File: src/ams_pkg.sv
package ams_pkg;

    localparam int ENCODER_RESOLUTION = 1000;
    localparam int SETTLE_TICKS       = 10;
    localparam int TOL_DIVISOR        = 10;

    localparam int POS_W      = 20;
    localparam int CNT_W      = 32;
    localparam int ERR_W      = 16;
    localparam int RATIO_W    = 8;
    localparam int SETTLE_W   = 16;
    localparam int CFG_IDX_W  = 3;
    localparam int CFG_DATA_W = 20;
    localparam int WIDE_W     = 60;
    localparam int DELTA_W    = CNT_W + 1;
    localparam int PROD_W     = DELTA_W + RATIO_W + 1;

    localparam int MAX_ERR_RESET = 100;
    localparam int RATIO_RESET   = 2;

    // x / TOL_DIVISOR as (x * TOL_MUL) >> TOL_SHIFT, exact for ERR_W-bit x
    localparam int     TOL_LOG   = $clog2(TOL_DIVISOR);
    localparam int     TOL_SHIFT = ERR_W + TOL_LOG;
    localparam longint TOL_MUL   = ((longint'(1) << TOL_SHIFT) + TOL_DIVISOR - 1) / TOL_DIVISOR;
    localparam int     TOL_MUL_W = ERR_W + 1;
    localparam int     TOL_PROD_W = ERR_W + TOL_MUL_W;
    localparam int     TOL_RESET = MAX_ERR_RESET / TOL_DIVISOR;

    typedef enum logic {
        CMD_ENTER = 1'b0,
        CMD_TICK  = 1'b1
    } t_cmd;

    typedef enum logic [1:0] {
        MS_OTHER       = 2'd0,
        MS_GOING_READY = 2'd1,
        MS_READY       = 2'd2,
        MS_ALARM       = 2'd3
    } t_mstate;

    typedef enum logic [1:0] {
        NX_STAY   = 2'd0,
        NX_READY  = 2'd1,
        NX_RETURN = 2'd2,
        NX_ALARM  = 2'd3
    } t_next;

    typedef enum logic [1:0] {
        RSN_NONE    = 2'd0,
        RSN_SERVO   = 2'd1,
        RSN_CONTACT = 2'd2
    } t_reason;

    typedef enum logic [CFG_IDX_W-1:0] {
        CFG_READY_OFFSET     = 3'd0,
        CFG_CONTACT_POSITION = 3'd1,
        CFG_READY_ENABLE     = 3'd2,
        CFG_LEAST_OFFSET     = 3'd3,
        CFG_MAX_SERVO_ERROR  = 3'd4,
        CFG_CONTACT_RATIO    = 3'd5,
        CFG_RAMP_TRAVEL      = 3'd6,
        CFG_MAX_COMPRESSION  = 3'd7
    } t_cfg_idx;

    typedef struct packed {
        logic                    command;
        logic [1:0]              master_state;
        logic                    move_done;
        logic signed [CNT_W-1:0] linear_count;
        logic signed [CNT_W-1:0] rotary_count;
    } t_in_item;

    typedef struct packed {
        logic             set_target;
        logic [POS_W-1:0] servo_target;
        logic             servo_stop;
        logic [1:0]       next_state;
        logic [1:0]       alarm_reason;
        logic             clear_homed;
        logic             clear_contact;
    } t_out_item;

    typedef struct packed {
        logic [POS_W-1:0]   ready_offset;
        logic [POS_W-1:0]   contact_position;
        logic               ready_enable;
        logic [ERR_W-1:0]   least_offset;
        logic [ERR_W-1:0]   tol;
        logic [RATIO_W-1:0] contact_ratio;
        logic [ERR_W-1:0]   ramp_travel;
        logic [ERR_W-1:0]   max_compression;
    } t_cfg;

    typedef struct packed {
        logic signed [CNT_W-1:0] start_count;
        logic signed [CNT_W-1:0] last_rotary;
        logic signed [CNT_W-1:0] last_linear;
        logic [POS_W-1:0]        target;
        logic [SETTLE_W-1:0]     settle;
        logic                    down;
    } t_state;

endpackage

File: src/ams_ifs.sv
interface ams_in_if;
    logic               valid;
    logic               ready;
    ams_pkg::t_in_item  data;

    modport source (output valid, output data, input ready);
    modport sink   (input valid, input data, output ready);
endinterface

interface ams_out_if;
    logic               valid;
    logic               ready;
    ams_pkg::t_out_item data;

    modport source (output valid, output data, input ready);
    modport sink   (input valid, input data, output ready);
endinterface

File: src/ams_eval.sv
module ams_eval (
    input  ams_pkg::t_in_item  i_item,
    input  ams_pkg::t_cfg      i_cfg,
    input  ams_pkg::t_state    i_state,
    output ams_pkg::t_out_item o_result,
    output ams_pkg::t_state    o_state
);

    localparam logic signed [ams_pkg::WIDE_W-1:0] RES_W =
        ams_pkg::WIDE_W'(ams_pkg::ENCODER_RESOLUTION);

    logic                                ready_sel;
    logic [ams_pkg::POS_W-1:0]           enter_tgt;
    logic signed [ams_pkg::WIDE_W-1:0]   lin_w;
    logic signed [ams_pkg::WIDE_W-1:0]   rot_w;
    logic signed [ams_pkg::WIDE_W-1:0]   enter_tgt_w;
    logic                                enter_down;
    logic signed [ams_pkg::WIDE_W-1:0]   tgt_w;
    logic signed [ams_pkg::WIDE_W-1:0]   tol_w;
    logic signed [ams_pkg::WIDE_W-1:0]   hi_w;
    logic signed [ams_pkg::WIDE_W-1:0]   lo_w;
    logic                                hi_ok;
    logic                                lo_ok;
    logic [ams_pkg::SETTLE_W-1:0]        settle_dec;
    logic signed [ams_pkg::DELTA_W-1:0]  d_rot;
    logic signed [ams_pkg::DELTA_W-1:0]  d_lin;
    logic signed [ams_pkg::PROD_W-1:0]   ratio_prod;
    logic                                accel_ok;
    logic                                ratio_hit;
    logic                                comp_hit;

    assign lin_w = ams_pkg::WIDE_W'(i_item.linear_count);
    assign rot_w = ams_pkg::WIDE_W'(i_item.rotary_count);

    assign ready_sel = (i_item.master_state == ams_pkg::MS_GOING_READY)
                    && (i_cfg.ready_offset <= i_cfg.contact_position)
                    && i_cfg.ready_enable
                    && (ams_pkg::POS_W'(i_cfg.least_offset) <= i_cfg.ready_offset);
    assign enter_tgt   = ready_sel ? (i_cfg.contact_position - i_cfg.ready_offset) : '0;
    assign enter_tgt_w = ams_pkg::WIDE_W'(enter_tgt);

    // target > trunc(lin / R), without a divider
    assign enter_down = !i_item.linear_count[ams_pkg::CNT_W-1]
                      ? (lin_w < enter_tgt_w * RES_W)
                      : ((enter_tgt != '0) || (lin_w <= -RES_W));

    // final error check: T - tol <= trunc(rot / R) <= T + tol
    assign tgt_w = ams_pkg::WIDE_W'(i_state.target);
    assign tol_w = ams_pkg::WIDE_W'(i_cfg.tol);
    assign hi_w  = tgt_w + tol_w;
    assign lo_w  = tgt_w - tol_w;
    assign hi_ok = i_item.rotary_count[ams_pkg::CNT_W-1] || (rot_w < (hi_w + 1) * RES_W);
    assign lo_ok = !i_item.rotary_count[ams_pkg::CNT_W-1]
                 ? ((lo_w <= 0) || (rot_w >= lo_w * RES_W))
                 : ((lo_w <= 0) && (rot_w > (lo_w - 1) * RES_W));

    assign settle_dec = i_state.settle - 1'b1;

    assign d_rot = ams_pkg::DELTA_W'(i_item.rotary_count) - ams_pkg::DELTA_W'(i_state.last_rotary);
    assign d_lin = ams_pkg::DELTA_W'(i_item.linear_count) - ams_pkg::DELTA_W'(i_state.last_linear);
    assign ratio_prod = ams_pkg::PROD_W'(d_lin) *
                        ams_pkg::PROD_W'($signed({1'b0, i_cfg.contact_ratio}));
    assign accel_ok  = lin_w > (ams_pkg::WIDE_W'(i_state.start_count)
                              + $signed(ams_pkg::WIDE_W'(i_cfg.ramp_travel)) * RES_W);
    assign ratio_hit = (ams_pkg::PROD_W'(d_rot) > ratio_prod) && accel_ok;
    assign comp_hit  = (rot_w - lin_w)
                     > $signed(ams_pkg::WIDE_W'(i_cfg.max_compression)) * RES_W;

    always_comb begin
        o_result = '0;
        o_state  = i_state;
        if (i_item.command == ams_pkg::CMD_ENTER) begin
            o_state.start_count    = i_item.linear_count;
            o_state.last_rotary    = i_item.rotary_count;
            o_state.last_linear    = i_item.linear_count;
            o_state.target         = enter_tgt;
            o_state.settle         = ams_pkg::SETTLE_W'(ams_pkg::SETTLE_TICKS);
            o_state.down           = enter_down;
            o_result.set_target    = 1'b1;
            o_result.servo_target  = enter_tgt;
            o_result.clear_contact = 1'b1;
        end else if (i_item.master_state == ams_pkg::MS_READY) begin
            o_result.servo_stop = 1'b1;
            o_result.next_state = ams_pkg::NX_READY;
        end else if (i_item.master_state == ams_pkg::MS_ALARM) begin
            o_result.servo_stop = 1'b1;
            o_result.next_state = ams_pkg::NX_RETURN;
        end else if (i_item.move_done) begin
            o_state.settle = settle_dec;
            if (settle_dec == '0) begin
                if (hi_ok && lo_ok) begin
                    o_result.next_state = ams_pkg::NX_READY;
                end else begin
                    o_result.next_state   = ams_pkg::NX_ALARM;
                    o_result.alarm_reason = ams_pkg::RSN_SERVO;
                    o_result.clear_homed  = 1'b1;
                end
            end
        end else if (i_state.down) begin
            o_state.last_rotary = i_item.rotary_count;
            o_state.last_linear = i_item.linear_count;
            if (ratio_hit || comp_hit) begin
                o_result.servo_stop   = 1'b1;
                o_result.next_state   = ams_pkg::NX_ALARM;
                o_result.alarm_reason = ams_pkg::RSN_CONTACT;
            end
        end
    end

endmodule

File: src/actuator_move_supervisor.sv
// Actuator move supervisor.
// i_in (sink) takes one transaction per enter or tick command with the master
// state, the servo move-done flag and both encoder counts. o_out (source)
// returns exactly one result transaction per input: target request, stop
// request, next state, alarm reason and the homed/contact clear flags.
// Configuration is written via i_cfg_we / i_cfg_idx / i_cfg_data; the user
// must do so only while no transaction is in flight, which the block does
// not enforce. The tolerance divide happens at write time. A result passes
// through the input register, one evaluation step and the result register.
// Throughput: one transaction per cycle while the receiver does not stall,
// set by the single evaluation step that reads and updates the move state.
// Reset (synchronous, i_rst_n low) empties both stages, clears the move
// state and loads the configuration defaults.
// When the receiver stalls, the result register holds and the input register,
// if empty, still accepts one more transaction before i_in.ready drops.
module actuator_move_supervisor (
    input  logic                              i_clk,
    input  logic                              i_rst_n,
    ams_in_if.sink                            i_in,
    ams_out_if.source                         o_out,
    input  logic                              i_cfg_we,
    input  logic [ams_pkg::CFG_IDX_W-1:0]     i_cfg_idx,
    input  logic [ams_pkg::CFG_DATA_W-1:0]    i_cfg_data
);

    logic                    r_iv;
    ams_pkg::t_in_item       r_in;
    logic                    r_ov;
    ams_pkg::t_out_item      r_out;
    ams_pkg::t_state         r_state;
    ams_pkg::t_cfg           r_cfg;

    ams_pkg::t_out_item      n_out;
    ams_pkg::t_state         n_state;
    logic                    out_free;
    logic                    in_rdy;
    logic [ams_pkg::TOL_PROD_W-1:0] tol_prod;

    assign out_free    = !r_ov || o_out.ready;
    assign in_rdy      = !r_iv || out_free;
    assign i_in.ready  = in_rdy;
    assign o_out.valid = r_ov;
    assign o_out.data  = r_out;

    assign tol_prod = ams_pkg::TOL_PROD_W'(i_cfg_data[ams_pkg::ERR_W-1:0])
                    * ams_pkg::TOL_PROD_W'(ams_pkg::TOL_MUL);

    ams_eval u_eval (
        .i_item   (r_in),
        .i_cfg    (r_cfg),
        .i_state  (r_state),
        .o_result (n_out),
        .o_state  (n_state)
    );

    always_ff @(posedge i_clk) begin
        if (!i_rst_n) begin
            r_iv    <= 1'b0;
            r_ov    <= 1'b0;
            r_state <= '0;
        end else begin
            if (in_rdy) begin
                r_iv <= i_in.valid;
            end
            if (out_free) begin
                r_ov <= r_iv;
                if (r_iv) begin
                    r_state <= n_state;
                end
            end
        end
    end

    always_ff @(posedge i_clk) begin
        if (in_rdy && i_in.valid) begin
            r_in <= i_in.data;
        end
        if (out_free && r_iv) begin
            r_out <= n_out;
        end
    end

    always_ff @(posedge i_clk) begin
        if (!i_rst_n) begin
            r_cfg.ready_offset     <= '0;
            r_cfg.contact_position <= '0;
            r_cfg.ready_enable     <= 1'b0;
            r_cfg.least_offset     <= '0;
            r_cfg.tol              <= ams_pkg::ERR_W'(ams_pkg::TOL_RESET);
            r_cfg.contact_ratio    <= ams_pkg::RATIO_W'(ams_pkg::RATIO_RESET);
            r_cfg.ramp_travel      <= '0;
            r_cfg.max_compression  <= '0;
        end else if (i_cfg_we) begin
            unique case (ams_pkg::t_cfg_idx'(i_cfg_idx))
                ams_pkg::CFG_READY_OFFSET: begin
                    r_cfg.ready_offset <= i_cfg_data[ams_pkg::POS_W-1:0];
                end
                ams_pkg::CFG_CONTACT_POSITION: begin
                    r_cfg.contact_position <= i_cfg_data[ams_pkg::POS_W-1:0];
                end
                ams_pkg::CFG_READY_ENABLE: begin
                    r_cfg.ready_enable <= i_cfg_data[0];
                end
                ams_pkg::CFG_LEAST_OFFSET: begin
                    r_cfg.least_offset <= i_cfg_data[ams_pkg::ERR_W-1:0];
                end
                ams_pkg::CFG_MAX_SERVO_ERROR: begin
                    r_cfg.tol <= ams_pkg::ERR_W'(tol_prod >> ams_pkg::TOL_SHIFT);
                end
                ams_pkg::CFG_CONTACT_RATIO: begin
                    r_cfg.contact_ratio <= i_cfg_data[ams_pkg::RATIO_W-1:0];
                end
                ams_pkg::CFG_RAMP_TRAVEL: begin
                    r_cfg.ramp_travel <= i_cfg_data[ams_pkg::ERR_W-1:0];
                end
                ams_pkg::CFG_MAX_COMPRESSION: begin
                    r_cfg.max_compression <= i_cfg_data[ams_pkg::ERR_W-1:0];
                end
                default: begin
                end
            endcase
        end
    end

    a_enter_settle: assert property (@(posedge i_clk) disable iff (!i_rst_n)
        (out_free && r_iv && r_in.command == ams_pkg::CMD_ENTER)
        |=> (r_state.settle == ams_pkg::SETTLE_W'(ams_pkg::SETTLE_TICKS)))
        else $error("settle count not loaded on enter");

    a_move_xor_stop: assert property (@(posedge i_clk) disable iff (!i_rst_n)
        r_ov |-> !(r_out.set_target && r_out.servo_stop))
        else $error("move and stop requested together");

    a_homed_servo: assert property (@(posedge i_clk) disable iff (!i_rst_n)
        (r_ov && r_out.clear_homed)
        |-> (r_out.alarm_reason == ams_pkg::RSN_SERVO && r_out.next_state == ams_pkg::NX_ALARM))
        else $error("clear homed without servo alarm");

    a_target_zero: assert property (@(posedge i_clk) disable iff (!i_rst_n)
        (r_ov && !r_out.set_target) |-> (r_out.servo_target == '0))
        else $error("target without move request");

    a_stall_keep: assert property (@(posedge i_clk) disable iff (!i_rst_n)
        (r_ov && !o_out.ready) |=> r_ov)
        else $error("result dropped under stall");

endmodule
File: src/flat_wrapper.sv
// flat-port wrapper written by rule: the top's interface ports become plain ports
module actuator_move_supervisor_flat 
  (i_clk, i_rst_n, i_cfg_we, i_cfg_idx, i_cfg_data, i_in_valid, i_in_data, i_in_ready, o_out_valid, o_out_data, o_out_ready);
  ams_in_if i_in_i ();
  ams_out_if o_out_i ();
  input  logic i_clk;
  input  logic i_rst_n;
  input  logic i_cfg_we;
  input  logic [ams_pkg::CFG_IDX_W-1:0] i_cfg_idx;
  input  logic [ams_pkg::CFG_DATA_W-1:0] i_cfg_data;
  input wire logic [$bits(i_in_i.valid)-1:0] i_in_valid;
  input wire logic [$bits(i_in_i.data)-1:0] i_in_data;
  output wire logic [$bits(i_in_i.ready)-1:0] i_in_ready;
  output wire logic [$bits(o_out_i.valid)-1:0] o_out_valid;
  output wire logic [$bits(o_out_i.data)-1:0] o_out_data;
  input wire logic [$bits(o_out_i.ready)-1:0] o_out_ready;
  assign i_in_i.valid = i_in_valid;
  assign i_in_i.data = i_in_data;
  assign i_in_ready = i_in_i.ready;
  assign o_out_valid = o_out_i.valid;
  assign o_out_data = o_out_i.data;
  assign o_out_i.ready = o_out_ready;
  actuator_move_supervisor u_core (.i_clk(i_clk), .i_rst_n(i_rst_n), .i_in(i_in_i), .o_out(o_out_i), .i_cfg_we(i_cfg_we), .i_cfg_idx(i_cfg_idx), .i_cfg_data(i_cfg_data));
endmodule
File: config.mk
export PLATFORM = sky130hd
export DESIGN_NAME = actuator_move_supervisor_flat
export DESIGN_NICKNAME = d
export VERILOG_FILES = /design/src/ams_pkg.sv /design/src/ams_ifs.sv /design/src/ams_eval.sv /design/src/actuator_move_supervisor.sv /design/src/flat_wrapper.sv
export SDC_FILE = /design/constraint.sdc
export NUM_CORES = 2
export LEC_CHECK = 0
export ABC_AREA = 1
export BUFFER_PORTS_ARGS = -buffer_cell sky130_fd_sc_hd__buf_2
export CAP_MARGIN = 5
export CORE_ASPECT_RATIO = 0.9
export CORE_MARGIN = 2
export CORE_UTILIZATION = 60
export CTS_BUF_LIST = sky130_fd_sc_hd__clkbuf_16
export DETAILED_ROUTE_END_ITERATION = 8
export MAX_ROUTING_LAYER = met4
export PLACE_DENSITY = 0.88
export SYNTH_ARGS = -nofsm -noshare
export SYNTH_HDL_FRONTEND = slang
export SYNTH_SLANG_ARGS = --single-unit
File: constraint.sdc
create_clock -name i_clk -period 10.65 [get_ports i_clk]
set_input_delay 1.5975 -clock i_clk [delete_from_list [all_inputs] [get_ports i_clk]]
set_output_delay 1.5975 -clock i_clk [all_outputs]
set_load 0.1 [all_outputs]
== Yosys cells after proc, flatten, opt, wreduce, memory -nomap -nowiden ==
Index checks and enable logic that the tools add are counted.
Storage, ports and cells
  register bits: 341
  input port bits: 96
  output and inout bits: 30
  logic and storage cells: 132
Operators by class
  add/subtract/negate cells: 10
  multiply operators: 8
  magnitude comparators: 11
  equality and inequality tests: 15
  multiplexer cells: 23
  bitwise operators: 3
  reduce and logical (&&, ||, !) cells: 33
Operators with widths (number)
  $mux 64: 5
  $sub 32x32->33: 3
  $gt 32x33->1: 2
  $mux 16: 4
  $mul 16x7->23 const B: 2
  $gt 33x42->1: 1
  $mul 33x9->42: 1
  $add 32x27->33: 1
  $gt 33x27->1: 1
  $lt 32x33->1: 1
  $ge 32x32->1: 1
  $le 32x11->1 const B: 1
  $lt 32x31->1: 1
  $mul 16x16->32 const B: 1
  $mul 22x8->30 const B: 1
  $mul 21x8->29 const B: 1
  $mul 22x7->29 const B: 1
  $mul 20x7->27 const B: 1
  $add 21x1->22 const B: 1
  $sub 21x2->22 const B: 1
  $add 20x13->21: 1
  $le 21x1->1 const B: 1
  $mux 21: 1
  $sub 20x13->21: 1
  other kinds (30): 68

== Longest topological paths before layout ==
  word-level depth: 12
  mapped depth: 56
  gate-level depth less buffers: 55

== Cells and area by module ==
Synthesis repeated with hierarchy kept, for this count alone.
Second synthesis, totals
  cells, all modules: 8183
  area total of the unflattened synthesis: 62622.6 um^2
Modules (own cells, without submodules)
  ams_eval: times used 1, cells an instance 6343, area an instance 46165.5 um^2, seq. area each 0.0 um^2
  actuator_move_supervisor: times used 1, cells an instance 1840, area an instance 16457.0 um^2, seq. area each 7787.5 um^2

== Least setup slack after synthesis ==
Ideal clock, no wire load.
  kind: register to register
  start: register u_core.r_state[17] (netlist bit)
  end: register u_core.r_out (netlist bit u_core.o_out.data[5]) (data pin)
  library setup time: 0.259 ns
  data arrival time: 8.348 ns
  data required time: 10.391 ns
  setup slack: 2.043 ns
  cell stages (with the launch flop): 51
  path buffers: 0
  clock period less this slack: 8.607 ns
  path through: dfxtp_1 inv_1 ha_1 fa_1 inv_1 nand3_1 nand3_1 xor2_1 inv_1 ha_1 nand2_1 nand2_1 inv_1 nand2_1 a21boi_0 nand2_4 nor2_1 xor2_1 [15 not listed] nand2_1 nand2_1 a21oi_1 xor2_1 ha_1 nand2_1 nor2_1 nand4_1 nor2_1 nand2_1 nand2_1 nand2_1 nand2_1 nand3_1 nand2_1 nand3_1 a21oi_1 a21oi_1
On the way
  longest elaborated chain between the ends: 11
  elaborated cells between the ends (all ways): 20
  those cells by class: 4 x add/sub; 3 x mul; 4 x order compare; 5 x mux; 4 x reduce/logical
RTL lines
  from (decl): line actuator_move_supervisor.sv:30  | ams_pkg::t_state r_state;
  from (signal assigned): line actuator_move_supervisor.sv:68  | r_state <= n_state;
  $sub 20x13->21: line ams_eval.sv:51  | assign lo_w = tgt_w - tol_w;
  $sub 21x2->22: line ams_eval.sv:55  | : ((lo_w <= 0) && (rot_w > (lo_w - 1) * RES_W));
  $mul 22x8->30: line ams_eval.sv:55
  $gt 32x33->1: line ams_eval.sv:55
  $logic_and 1x1->1: line ams_eval.sv:55
  $mux 1: line ams_eval.sv:54  | ? ((lo_w <= 0) || (rot_w >= lo_w * RES_W))
  $logic_and 1x1->1 (*): line ams_eval.sv:91  | if (hi_ok && lo_ok) begin
  $mux 2 (*): line ams_eval.sv:91
  $mux 5 (*): line ams_eval.sv:90  | if (settle_dec == '0) begin
  $mux 4 (*): line ams_eval.sv:88  | end else if (i_item.move_done) begin
  $mux 3 (*): line ams_eval.sv:85  | end else if (i_item.master_state == ams_pkg::MS_ALARM) begin
  to (signal assigned): line actuator_move_supervisor.sv:79  | r_out <= n_out;
  to (decl): line actuator_move_supervisor.sv:29  | ams_pkg::t_out_item r_out;
Mark *: on every way between the ends. The rest lies on a longest branch, timed or not.
A chain may end at the register's enable or synchronous reset.

== Worst setup path after layout ==
  start: register u_core.r_cfg[42] (netlist bit)
  end: register u_core.r_out (netlist bit u_core.o_out.data[5]) (data pin)
On the way
  longest elaborated chain between the ends: 11
  elaborated cells between the ends (all ways): 20
  those cells by class: 4 x add/sub; 3 x mul; 4 x order compare; 5 x mux; 4 x reduce/logical
RTL lines
  from (decl): line actuator_move_supervisor.sv:31  | ams_pkg::t_cfg r_cfg;
  $sub 20x13->21: line ams_eval.sv:51
  $sub 21x2->22: line ams_eval.sv:55
  $mul 22x8->30: line ams_eval.sv:55
  $gt 32x33->1: line ams_eval.sv:55
  $logic_and 1x1->1: line ams_eval.sv:55
  $mux 1: line ams_eval.sv:54
  $logic_and 1x1->1 (*): line ams_eval.sv:91
  $mux 2 (*): line ams_eval.sv:91
  $mux 5 (*): line ams_eval.sv:90
  $mux 4 (*): line ams_eval.sv:88
  $mux 3 (*): line ams_eval.sv:85
Marks and branches as above.

==> flow_summary.ini <==
[status]
run_status = finished, final reports clean

[worst_setup_path]
startpoint_type_of_the_worst_setup_path = flop
critPathSlowestCell = sky130_fd_sc_hd__fa_1
req_time_crit_path_ns = 11.01
critPathCaptureType = flop
r2r_cells = 51
worst_r2r_endpoint = u_core.o_out.data[5]$_SDFFCE_PP0P_
worstReg2RegStart = u_core.r_cfg[42]$_SDFFE_PN0P_
critical-path-max-stage-delay_ns = 0.55
arrival_worst_endpoint_ns = 10.21
timing.setup.critical_path_class = flop to flop
crit_path_max_fanout = 8
timing.critical_path.mode_cell = sky130_fd_sc_hd__nand2_1
regToRegSetupSlack_ns = 0.80

[run]
cap_violations = 0

[clock_network]
tritoncts = done
clock_tree.htree_level_count = 2
worst_skew_pair.late_latency_ns = 0.60
sinks_on_clock_net = 340
post-cts-setup-buffer-count = 0
clk_pin_slew_ns = 0.07
cts_root_buf = sky130_fd_sc_hd__clkbuf_16
hold_buffers = 0
cts_max_path_buffers = 3
numCtsBuffers = 41

[timing]
setup-violations-final = 0
slew_viol_final = 0
fin_skew_ns = 0.0247
fin_hold_ws_ns = 0.451
setup_tns_ns = 0
final_hold_viol_count = 0
layout_worst_path_cycle_share_pct = 92.5
worst_slew_margin_rel_pct = 22.7
period_minus_slack_ns = 9.85
timing.fmax_mhz = 101
rsz0062_at_grt = false
max_slew.worst_pin.slew_ns = 1.15

[yosys]
synth_seq_area_share_pct = 12.8
synth.avg_cell_area_sq_um = 7.95
yosys_warn_count = 0
post_synth_num_cell_types = 64
synth.area.top_cells = sky130_fd_sc_hd__fa_1, sky130_fd_sc_hd__ha_1, sky130_fd_sc_hd__inv_1, sky130_fd_sc_hd__dfxtp_1, sky130_fd_sc_hd__nand2_1
most_used_dff_post_synth = sky130_fd_sc_hd__dfxtp_1
synth_async_sr_flop_share_pct = 0
synth_edf_count = 95
syn_area_sq_um = 60600
synth_largest_type_area_fraction_pct = 23.0
yosys_register_bits = 340
mappedNetlistNets = 9432
syn_inst = 7623
synthDominantAreaCellType = sky130_fd_sc_hd__fa_1

[grt]
grt_pass1_wl_um = 285000
grt_pass1_vias = 53700
grt_remaining_overflow = 0
grt_antenna_before_repair = 9
grt_util_all_layers_pct = 35.6
maximum_number_of_pins_on_one_net_before_global_route_repair = 91

[floorplan]
fp.coreArea_sq_um = 100000
die_area_sq_um = 104000
io-pin-count = 126
die_h_um = 305
chipWidth_um = 339
floorplan.initialDensity_pct = 60.6
rows = 110

[drt]
route.vias.total = 52500
vias_per_cell = 5.77
final_antenna_violating_net_count = 0
drcViolationCount = 0
routedWlPerCell_um = 19.6
dr.pass1.iters = 8
wl_um = 178000
drt_iter0_markers = 4570

[placed_design]
buffer_ports.inserted = 125
dp_hpwl_um = 149000
place_congestion = 1.02

[cells_and_area]
fillers = 8456
final_nets = 9538
final-seq-area_sq_um = 7760
areaGrowthSynthToFinish_pct = 5.96
multi_input_comb_area_sq_um = 46600
drive_gt1_share_pct = 4.32
final_core_util_pct = 64.2

[min_path]
end_of_the_worst_hold_path = u_core.r_cfg[38]$_SDFFE_PN0P_
hold_crit_class = flop to flop
holdCritStartpoint = u_core.r_cfg[38]$_SDFFE_PN0P_
worstHoldPathCells = 2
## cell usage after synthesis, types with 6 or more instances
library cell,instances
sky130_fd_sc_hd__nor3_1,73
sky130_fd_sc_hd__nand2_4,9
sky130_fd_sc_hd__a211oi_1,16
sky130_fd_sc_hd__o211ai_1,19
sky130_fd_sc_hd__a31oi_1,29
sky130_fd_sc_hd__o21ai_1,12
sky130_fd_sc_hd__o21ai_0,438
sky130_fd_sc_hd__ha_1,1017
sky130_fd_sc_hd__o21a_1,30
sky130_fd_sc_hd__clkbuf_1,101
sky130_fd_sc_hd__a221oi_1,6
sky130_fd_sc_hd__nand2_1,1043
sky130_fd_sc_hd__inv_1,1542
sky130_fd_sc_hd__edfxtp_1,95
sky130_fd_sc_hd__fa_1,696
sky130_fd_sc_hd__or2_2,31
sky130_fd_sc_hd__nand3b_1,10
sky130_fd_sc_hd__nor2_1,622
sky130_fd_sc_hd__nor4_1,34
sky130_fd_sc_hd__a21oi_1,701
sky130_fd_sc_hd__a21o_1,35
sky130_fd_sc_hd__a21oi_2,8
sky130_fd_sc_hd__o31ai_1,8
sky130_fd_sc_hd__nor3b_1,6
sky130_fd_sc_hd__xor2_1,220
sky130_fd_sc_hd__and3_1,8
sky130_fd_sc_hd__xnor2_1,150
sky130_fd_sc_hd__nand2_2,19
sky130_fd_sc_hd__o21bai_1,25
sky130_fd_sc_hd__o221ai_1,12
sky130_fd_sc_hd__inv_2,7
sky130_fd_sc_hd__dfxtp_1,245
sky130_fd_sc_hd__nand4_1,76
sky130_fd_sc_hd__nand3_1,212
sky130_fd_sc_hd__a21boi_0,11
## placed cells by master (no fill, tap or decap), types with 76 or more instances in the layout
master | netlist | routed
sky130_fd_sc_hd__a21oi_1 | 701 | 701
sky130_fd_sc_hd__nand2_1 | 1043 | 1042
sky130_fd_sc_hd__o21ai_0 | 438 | 438
sky130_fd_sc_hd__nand4_1 | 76 | 76
sky130_fd_sc_hd__fa_1 | 696 | 696
sky130_fd_sc_hd__xnor2_1 | 150 | 150
sky130_fd_sc_hd__edfxtp_1 | 95 | 95
sky130_fd_sc_hd__xor2_1 | 220 | 220
sky130_fd_sc_hd__nor2_1 | 622 | 621
sky130_fd_sc_hd__dfxtp_1 | 245 | 245
sky130_fd_sc_hd__nand3_1 | 212 | 212
sky130_fd_sc_hd__buf_2 | 2 | 124
sky130_fd_sc_hd__ha_1 | 1017 | 1017
sky130_fd_sc_hd__inv_1 | 1542 | 1550
## final cells by class
type / instances / area share (%)
Inverter: 1555 / 9.10
Multi-Input combinational cell: 5620 / 72.5
Clock buffer: 42 / 1.64
Antenna cell: 3 / 0.0117
Clock inverter: 34 / 0.485
Tap cell: 1344 / 2.62
Timing Repair Buffer: 171 / 1.54
Sequential cell: 340 / 12.1
## cell families (layout without fill, tap and decap cells)
kind of cell,after synthesis,after routing,synth area share [%]
AND/OR/NAND/NOR,2160,2160,15.0
adder cells (fa/ha/maj),1713,1713,44.0
buffers and inverters,1663,1802,10.4
AO/OA/AOI/OAI,1373,1373,12.3
XOR/XNOR,374,374,5.51
flip-flops,340,340,12.8
other,0,3,0
## state kept, by name (all words and copies together) (netlist names)
signal              flops
u_core.o_out.data      27
u_core.o_out.valid      1
u_core.r_cfg          110
u_core.r_in            68
u_core.r_iv             1
u_core.r_state        133
## critical path: cells and delay by family (launching register included)
family / cells / cell delay [ns]
buffers and inverters: 9 / 0.88
xor gates and xnor gates: 3 / 0.90
adders and majority gates: 8 / 3.45
AOI/OAI and AO/OA: 7 / 1.48
DFF: 1 / 0.34
and+or+nand+nor: 24 / 2.52
## timing repair
item,CTS,global route
endpoints found under the setup margin,0,3
hold endpoints to repair,0,0
resized for setup,0,1
## per-layer routing
metal	track usage, %	vias to the layer above	part of all wire (%)
met5	-	-	0
met4	14.8	0	4.7
met3	6.32	492	8.6
met2	56.4	2155	45
met1	45.0	25200	41
li1	-	24700	-
## per-stage QoR
stage,setup slack [ns],cell area [sq um],std cells
floorplan,2.04,60600,7623
global placement,0.932,62800,9029
detailed placement,0.802,62800,9029
CTS,0.752,64200,9105
global route,0.0457,64200,9109
finish,0.797,64200,9109
## worst max-delay path by stage
stage	endpoint	startpoint	slack, ns	cells after the start
3_5_place_dp	u_core.o_out.data[5]$_SDFFCE_PP0P_	u_core.r_cfg[42]$_SDFFE_PN0P_	0.80	51
2_1_floorplan	u_core.o_out.data[5]$_SDFFCE_PP0P_	u_core.r_state[17]$_SDFFE_PN0P_	2.04	50
3_3_place_gp	u_core.o_out.data[5]$_SDFFCE_PP0P_	u_core.r_cfg[42]$_SDFFE_PN0P_	0.93	51
6_report	u_core.o_out.data[5]$_SDFFCE_PP0P_	u_core.r_cfg[42]$_SDFFE_PN0P_	0.80	51
4_1_cts	u_core.o_out.data[5]$_SDFFCE_PP0P_	u_core.r_cfg[42]$_SDFFE_PN0P_	0.75	51
5_1_grt	u_core.o_out.data[5]$_SDFFCE_PP0P_	u_core.r_cfg[42]$_SDFFE_PN0P_	0.05	51
Power is left out: the tool's default activity adds up to more than one toggle a clock period on the data nets, which glitch-free logic cannot reach.
